File: config.mk
export PLATFORM = sky130hd
export DESIGN_NAME = console_line_formatter
export DESIGN_NICKNAME = d
export VERILOG_FILES = /design/src/clf_pkg.sv /design/src/clf_ctrl.sv /design/src/clf_dp.sv /design/src/console_line_formatter.sv
export SDC_FILE = /design/constraint.sdc
export NUM_CORES = 1
export LEC_CHECK = 0
export BUFFER_PORTS_ARGS = -buffer_cell sky130_fd_sc_hd__buf_2
export CAP_MARGIN = 20
export CORE_AREA = 5 5 237 239
export CTS_CLUSTER_SIZE = 40
export DETAILED_ROUTE_END_ITERATION = 8
export DIE_AREA = 0 0 242 244
export PLACE_DENSITY = 0.71
export SYNTH_ARGS = -nofsm -noshare
export SYNTH_HDL_FRONTEND = slang
export SYNTH_SLANG_ARGS = --single-unit
File: constraint.sdc
create_clock -name clk_i -period 11.22 [get_ports clk_i]
set_clock_uncertainty 0.05 [all_clocks]
set_input_delay 0 -clock clk_i [delete_from_list [all_inputs] [get_ports clk_i]]
set_output_delay 0 -clock clk_i [all_outputs]
set_load 0.01 [all_outputs]
File: src/clf_pkg.sv
// Shared types and character codes for the console line formatter.
// No dependencies; imported by the controller, datapath and top level.
`default_nettype none

package clf_pkg;

  // Character codes the formatter reacts to
  localparam logic [7:0] CH_NUL   = 8'h00;
  localparam logic [7:0] CH_TAB   = 8'h09;
  localparam logic [7:0] CH_LF    = 8'h0A;
  localparam logic [7:0] CH_CR    = 8'h0D;
  localparam logic [7:0] CH_SPACE = 8'h20;

  // Datapath operations requested by the controller
  typedef struct packed {
    logic load_char;    // capture the accepted character
    logic store_char;   // write one byte at the cursor and advance it
    logic emit_read;    // read the word of the current group
    logic emit_next;    // advance to the next group
    logic emit_finish;  // line done: cursor home, next row
  } clf_cmd_t;

  // Conditions reported back by the datapath
  typedef struct packed {
    logic in_ignored;   // incoming byte is NUL or CR
    logic in_newline;   // incoming byte is LF
    logic tab_active;   // held character is a tab
    logic store_wraps;  // next store reaches the last usable column
    logic tab_stop;     // next store lands on a tab stop
    logic last_group;   // current group is the final one of the line
  } clf_status_t;

endpackage : clf_pkg

`default_nettype wire

File: src/clf_ctrl.sv
// Controller state machine of the console line formatter.
// Depends on clf_pkg; drives the datapath through clf_cmd_t and the stream handshakes.
`default_nettype none

module clf_ctrl
  import clf_pkg::*;
(
  input  wire         clk_i,
  input  wire         rst_ni,
  input  wire         in_valid_i,
  output logic        in_ready_o,
  output logic        out_valid_o,
  input  wire         out_ready_i,
  input  clf_status_t status_i,
  output clf_cmd_t    cmd_o
);

  typedef enum logic [3:0] {
    ST_IDLE     = 4'b0001,
    ST_STORE    = 4'b0010,
    ST_EMIT_RD  = 4'b0100,
    ST_EMIT_OUT = 4'b1000
  } clf_state_e;

  clf_state_e state_q, state_d;

  // Next state and commands
  always_comb begin
    state_d = state_q;
    cmd_o   = '0;
    unique case (state_q)
      ST_IDLE: begin
        if (in_valid_i) begin
          cmd_o.load_char = 1'b1;
          priority if (status_i.in_ignored) begin
            state_d = ST_IDLE;
          end else if (status_i.in_newline) begin
            state_d = ST_EMIT_RD;
          end else begin
            state_d = ST_STORE;
          end
        end
      end
      ST_STORE: begin
        cmd_o.store_char = 1'b1;
        priority if (status_i.store_wraps) begin
          state_d = ST_EMIT_RD;
        end else if (status_i.tab_active && !status_i.tab_stop) begin
          state_d = ST_STORE;
        end else begin
          state_d = ST_IDLE;
        end
      end
      ST_EMIT_RD: begin
        cmd_o.emit_read = 1'b1;
        state_d         = ST_EMIT_OUT;
      end
      ST_EMIT_OUT: begin
        if (out_ready_i) begin
          if (status_i.last_group) begin
            cmd_o.emit_finish = 1'b1;
            state_d           = ST_IDLE;
          end else begin
            cmd_o.emit_next = 1'b1;
            state_d         = ST_EMIT_RD;
          end
        end
      end
      default: begin
        state_d = ST_IDLE;
      end
    endcase
  end

  // State register
  always_ff @(posedge clk_i or negedge rst_ni) begin
    if (!rst_ni) begin
      state_q <= ST_IDLE;
    end else begin
      state_q <= state_d;
    end
  end

  assign in_ready_o  = (state_q == ST_IDLE);
  assign out_valid_o = (state_q == ST_EMIT_OUT);

endmodule : clf_ctrl

`default_nettype wire

File: src/clf_dp.sv
// Datapath of the console line formatter: line buffer, cursor, row and group counters.
// Depends on clf_pkg; commanded by clf_ctrl through clf_cmd_t.
`default_nettype none

module clf_dp
  import clf_pkg::*;
#(
  parameter int LINE_COLUMNS = 80,
  parameter int SCREEN_ROWS  = 24,
  parameter int TAB_WIDTH    = 8
) (
  input  wire          clk_i,
  input  wire          rst_ni,
  input  wire  [7:0]   in_char_i,
  input  clf_cmd_t     cmd_i,
  output clf_status_t  status_o,
  output logic [63:0]  out_chars_o,   // char_0 .. char_7, from the lowest bit up
  output logic [8:0]   out_tags_o,    // row_index [4:0], word_index [8:5]
  output logic         out_last_o
);

  localparam int GROUPS = (LINE_COLUMNS + 7) / 8;
  localparam int GW     = (GROUPS > 1) ? $clog2(GROUPS) : 1;
  localparam int EW     = GW + 3;
  localparam int CLW    = $clog2(LINE_COLUMNS);
  localparam int RW     = (SCREEN_ROWS > 1) ? $clog2(SCREEN_ROWS) : 1;
  localparam int TW     = $clog2(TAB_WIDTH);

  logic [7:0]     char_q;
  logic [CLW-1:0] col_q;
  logic [TW-1:0]  tab_q;
  logic [RW-1:0]  row_q;
  logic [GW-1:0]  grp_q;
  logic [63:0]    rdata_q;
  logic [63:0]    mem_q [GROUPS];

  logic [7:0]     wr_byte;
  logic [GW-1:0]  wr_addr;
  logic [2:0]     wr_lane;
  logic [31:0]    row_ext;
  logic [31:0]    grp_ext;

  // Classify the incoming byte and the held one
  assign status_o.in_ignored  = (in_char_i == CH_NUL) || (in_char_i == CH_CR);
  assign status_o.in_newline  = (in_char_i == CH_LF);
  assign status_o.tab_active  = (char_q == CH_TAB);
  assign status_o.store_wraps = (col_q == CLW'(LINE_COLUMNS - 2));
  assign status_o.tab_stop    = (tab_q == TW'(TAB_WIDTH - 1));
  assign status_o.last_group  = (grp_q == GW'(GROUPS - 1));

  // Hold the accepted character
  always_ff @(posedge clk_i) begin
    if (cmd_i.load_char) begin
      char_q <= in_char_i;
    end
  end

  // Cursor, tab phase, row and group counters
  always_ff @(posedge clk_i or negedge rst_ni) begin
    if (!rst_ni) begin
      col_q <= '0;
      tab_q <= '0;
      row_q <= '0;
      grp_q <= '0;
    end else begin
      if (cmd_i.store_char) begin
        col_q <= col_q + 1'b1;
        tab_q <= status_o.tab_stop ? '0 : tab_q + 1'b1;
      end
      if (cmd_i.emit_next) begin
        grp_q <= grp_q + 1'b1;
      end
      if (cmd_i.emit_finish) begin
        col_q <= '0;
        tab_q <= '0;
        grp_q <= '0;
        row_q <= (row_q == RW'(SCREEN_ROWS - 1)) ? '0 : row_q + 1'b1;
      end
    end
  end

  // Line buffer: one word per group, byte-wide writes
  assign wr_byte = (char_q == CH_TAB) ? CH_SPACE : char_q;
  assign wr_addr = GW'(col_q >> 3);
  assign wr_lane = col_q[2:0];

  always_ff @(posedge clk_i) begin
    if (cmd_i.store_char) begin
      mem_q[wr_addr][wr_lane*8 +: 8] <= wr_byte;
    end
    if (cmd_i.emit_read) begin
      rdata_q <= mem_q[grp_q];
    end
  end

  // Fill columns past the cursor with spaces and the final column with a terminator
  always_comb begin
    logic [EW-1:0] pos;
    for (int k = 0; k < 8; k++) begin
      pos = {grp_q, 3'(k)};
      if (pos < EW'(col_q)) begin
        out_chars_o[k*8 +: 8] = rdata_q[k*8 +: 8];
      end else if (pos < EW'(LINE_COLUMNS - 1)) begin
        out_chars_o[k*8 +: 8] = CH_SPACE;
      end else begin
        out_chars_o[k*8 +: 8] = CH_NUL;
      end
    end
  end

  // Tags, masked to their field widths
  assign row_ext    = 32'(row_q);
  assign grp_ext    = 32'(grp_q);
  assign out_tags_o = {grp_ext[3:0], row_ext[4:0]};
  assign out_last_o = status_o.last_group;

endmodule : clf_dp

`default_nettype wire

File: src/console_line_formatter.sv
// A NUL or CR is dropped; a printable character is written at the cursor;
// a tab writes spaces up to the next tab stop (1..TAB_WIDTH spaces).
// A newline or wrap emits ceil(LINE_COLUMNS/8) words, each by a line buffer read,
// then the held word on offer until the output takes it.
// One item is worked on at a time. Reset is asynchronous, active low: cursor, row and
// tab phase clear; the line buffer is not cleared.
`default_nettype none

module console_line_formatter
  import clf_pkg::*;
#(
  parameter int LINE_COLUMNS = 80,
  parameter int SCREEN_ROWS  = 24,
  parameter int TAB_WIDTH    = 8
) (
  input  wire         clk_i,
  input  wire         rst_ni,
  input  wire         s_axis_tvalid,
  output logic        s_axis_tready,
  input  wire  [7:0]  s_axis_tdata,   // char_code [7:0]
  output logic        m_axis_tvalid,
  input  wire         m_axis_tready,
  output logic [63:0] m_axis_tdata,   // char_0 [7:0], char_1 [15:8], ... char_7 [63:56]
  output logic [8:0]  m_axis_tuser,   // row_index [4:0], word_index [8:5]
  output logic        m_axis_tlast    // last_word
);

  clf_cmd_t    cmd;
  clf_status_t status;

  clf_ctrl u_ctrl (
    .clk_i       (clk_i),
    .rst_ni      (rst_ni),
    .in_valid_i  (s_axis_tvalid),
    .in_ready_o  (s_axis_tready),
    .out_valid_o (m_axis_tvalid),
    .out_ready_i (m_axis_tready),
    .status_i    (status),
    .cmd_o       (cmd)
  );

  clf_dp #(
    .LINE_COLUMNS (LINE_COLUMNS),
    .SCREEN_ROWS  (SCREEN_ROWS),
    .TAB_WIDTH    (TAB_WIDTH)
  ) u_dp (
    .clk_i       (clk_i),
    .rst_ni      (rst_ni),
    .in_char_i   (s_axis_tdata),
    .cmd_i       (cmd),
    .status_o    (status),
    .out_chars_o (m_axis_tdata),
    .out_tags_o  (m_axis_tuser),
    .out_last_o  (m_axis_tlast)
  );

`ifndef SYNTHESIS
  // Input is never taken while a word is on offer
  a_no_overlap: assert property (@(posedge clk_i) disable iff (!rst_ni)
    !(s_axis_tready && m_axis_tvalid))
    else $error("input ready while output valid");

  // The final word of a line returns the block to accepting input
  a_last_to_idle: assert property (@(posedge clk_i) disable iff (!rst_ni)
    (m_axis_tvalid && m_axis_tready && m_axis_tlast) |=> s_axis_tready)
    else $error("not ready after last word of a line");

  // After a non-final word the next one is fetched first
  a_next_fetch: assert property (@(posedge clk_i) disable iff (!rst_ni)
    (m_axis_tvalid && m_axis_tready && !m_axis_tlast) |=> (!m_axis_tvalid && !s_axis_tready))
    else $error("line emission interrupted");
`endif

endmodule : console_line_formatter

`default_nettype wire
==> flow_summary.ini <==
[status]
status = completed

[drt]
viasPerCell = 6.08
wirelength_um = 64000
drt_iter0_drc = 1505
wire_per_inst_um = 25.8
drc = 0
first_pass_iters = 5
ant_nets = 0
vias = 15100

[yosys]
ys_warn_count = 0
syn_inst = 1610
postSynth.asyncResetShare_pct = 3.13
syn-num-nets = 1641
ys.flop_type = edfxtp_1
synth_edf_count = 712
synth_cell_type_count = 53
synth-seq-cells = 735
avgSynthCellArea_um2 = 18.2
yosysSeqAreaShare_pct = 74.8
synth.cell_area_um2 = 29300

[flow_run]
cap_viol_max_count = 0

[placed_design]
port_buffers = 87
gp_congestion = 0.833
place_hpwl_um = 38800
dpl-instance-area_um2 = 30400

[setup_path]
reg2reg_depth = 6
worstSetupStartpointType = flip-flop
cp.required_ps = 11170
r2r_end = u_dp.mem_q[6][21]
crit_fanout = 72
crit_type = flip-flop to output pin
cp.arrival_ps = 4070
r2r_slack_ps = 7310
worst_setup_path_end_kind = output pin
worstReg2RegStart = u_dp.col_q[0]

[cts]
worstSkewPairLatency_ps = 610
cts_root_buf = clkbuf_16
cts_buffers = 74
clock_path_buffers = 3
clk_pin_slew_ps = 60
cts_tree = done
cts_max_level = 3
clock_sinks = 735
post-cts-setup-buffer-count = 0

[global_routing]
grt-busiest-layer = met2
grt_pass1_wl_um = 95900
grtUsageTotal_pct = 21.6
grtUsageMet1_pct = 29.8
grt_overflow = 0
grt_max_degree = 123
grt_pass1_vias = 15400
met2_usage_pct = 35.2
antenna_found_initial = 1
use_met3_pct = 3.84

[floorplan]
die_area_um2 = 59000
fp.dieH_um = 244
rows = 85
core_um2 = 53600
ios = 88
start_util_pct = 54.7
die_x_um = 242

[power_and_ir_drop]
leakagePower_nw = 10.5
irDropWorstVdd_v = 0.000134
power_density_nw_per_um2 = 195

[sta]
min_period_over_period_pct = 36.8
setup_tns_ps = 0
finalHoldViolCount = 0
rsz0062_at_grt = false
drv_slew = 0
slew_headroom_pct = 27.1
clock.fmax_mhz = 242
worst_slew_pin_slew_ps = 1090
setup_viol_count_final = 0
fin_crit_ps = 4120

[finish]
final_area_um2 = 33000
syn_to_final_growth_pct = 12.5
final_nets = 1750
diodes = 0
utilization_pct = 61.6
drive_above_1_share_pct = 20.0

[worst_hold_path]
whs_path_depth = 2
hp-start = s_axis_tdata[5]
hold_path_end = u_dp.char_q[5]
hold_class = primary input to flip-flop
## where the power goes
part	internal, W	switching (W)
registers	0.00320	0.0000631
logic	0.000183	0.000544
clock network	0.00147	0.000995
## worst max-delay path, stage by stage (launching register included)
cell and delay [ps]:
dfrtp_4 980, ha_1 400, a21oi_1 210, o221ai_1 390, a21oi_1 900, mux2_2 420
buf_2 140
## kinds of logic after synthesis
kind of cell               synth area share [%]
adders and majority gates                 0.810
xor gates and xnor gates                  0.119
DFF                                        74.8
buffers and inverters                      1.47
muxes                                      12.5
and+or+nand+nor                            6.72
AOI/OAI and AO/OA                          3.55
## flip-flops by register name (all words and copies together), names as in the netlist
signal	count
u_ctrl.state_q	4
u_dp.char_q	8
u_dp.col_q	7
u_dp.grp_q	4
u_dp.mem_q	640
u_dp.rdata_q	64
u_dp.row_q	5
u_dp.tab_q	3
## per-stage QoR
stage                     hold WS [ps]  power [W]  std cells  worst slack (ps)
after detailed placement         -17.3    0.00403       2324              7410
after global routing              77.1    0.00667       2476              6830
final                             66.5    0.00646       2476              7100
after floorplan                   -346    0.00372       1610              3810
after CTS                         41.2    0.00647       2474              7000
after global placement           -20.2    0.00401       2323              7650
## cell type report
class | count | area, um^2
Sequential cell | 735 | 22000
Fill cell | 3802 | 20600
Multi-Input combinational cell | 775 | 6960
Clock buffer | 96 | 2080
Tap cell | 696 | 871
Timing Repair Buffer | 114 | 708
Clock inverter | 41 | 358
Inverter | 19 | 71.3
## placed cells by master (no fill, tap or decap), drive strengths merged, types with 18 or more instances in the layout
cell,synthesis,final
edfxtp,712,712
nor2,140,140
mux4,128,128
buf,33,101
clkbuf,48,97
a21oi,80,80
and2,69,69
nor2b,68,68
mux2i,64,64
a211oi,64,64
nand2,36,36
clkinv,0,34
dfrtp,22,22
inv,19,19
ha,19,19
nand3,18,18
## synthesized netlist by cell type (all sizes together) (18+ instances only)
master,n,area (um^2)
a21oi,80,400
mux2i,64,641
nor2,140,526
mux4,128,2880
clkbuf,48,180
buf,33,179
a211oi,64,480
edfxtp,712,21400
dfrtp,22,551
nand3,18,90.1
nand2,36,135
nor2b,68,425
and2,69,432
inv,19,71.3
ha,19,238
## per-layer routing
metal	up-vias	part of all wire, %	routed length, um
li1	6587	-	-
met1	7688	40	25700
met2	655	49	31300
met3	121	7.5	4810
met4	2	3.3	2140
met5	-	0.075	48
## what timing repair did
action                                 CTS  global route
gates resized for setup                  0             0
hold buffers                            13             0
endpoints found under the hold margin   61             0
## how the worst max path moves through the flow
stage / cells after the start / startpoint / slack, ps / to
2_1_floorplan: 2 / u_ctrl.state_q[1] / 3810 / u_ctrl.state_q[3]
3_3_place_gp: 6 / u_dp.col_q[0] / 7650 / u_dp.mem_q[5][28]
3_5_place_dp: 6 / u_dp.col_q[0] / 7410 / u_dp.mem_q[7][30]
4_1_cts: 7 / u_dp.grp_q[0] / 7000 / m_axis_tdata[5]
5_1_grt: 7 / u_dp.grp_q[0] / 6830 / m_axis_tdata[5]
6_report: 6 / u_dp.grp_q[2] / 7100 / m_axis_tdata[5]
No activity file was read; power rests on OpenSTA's default activity.
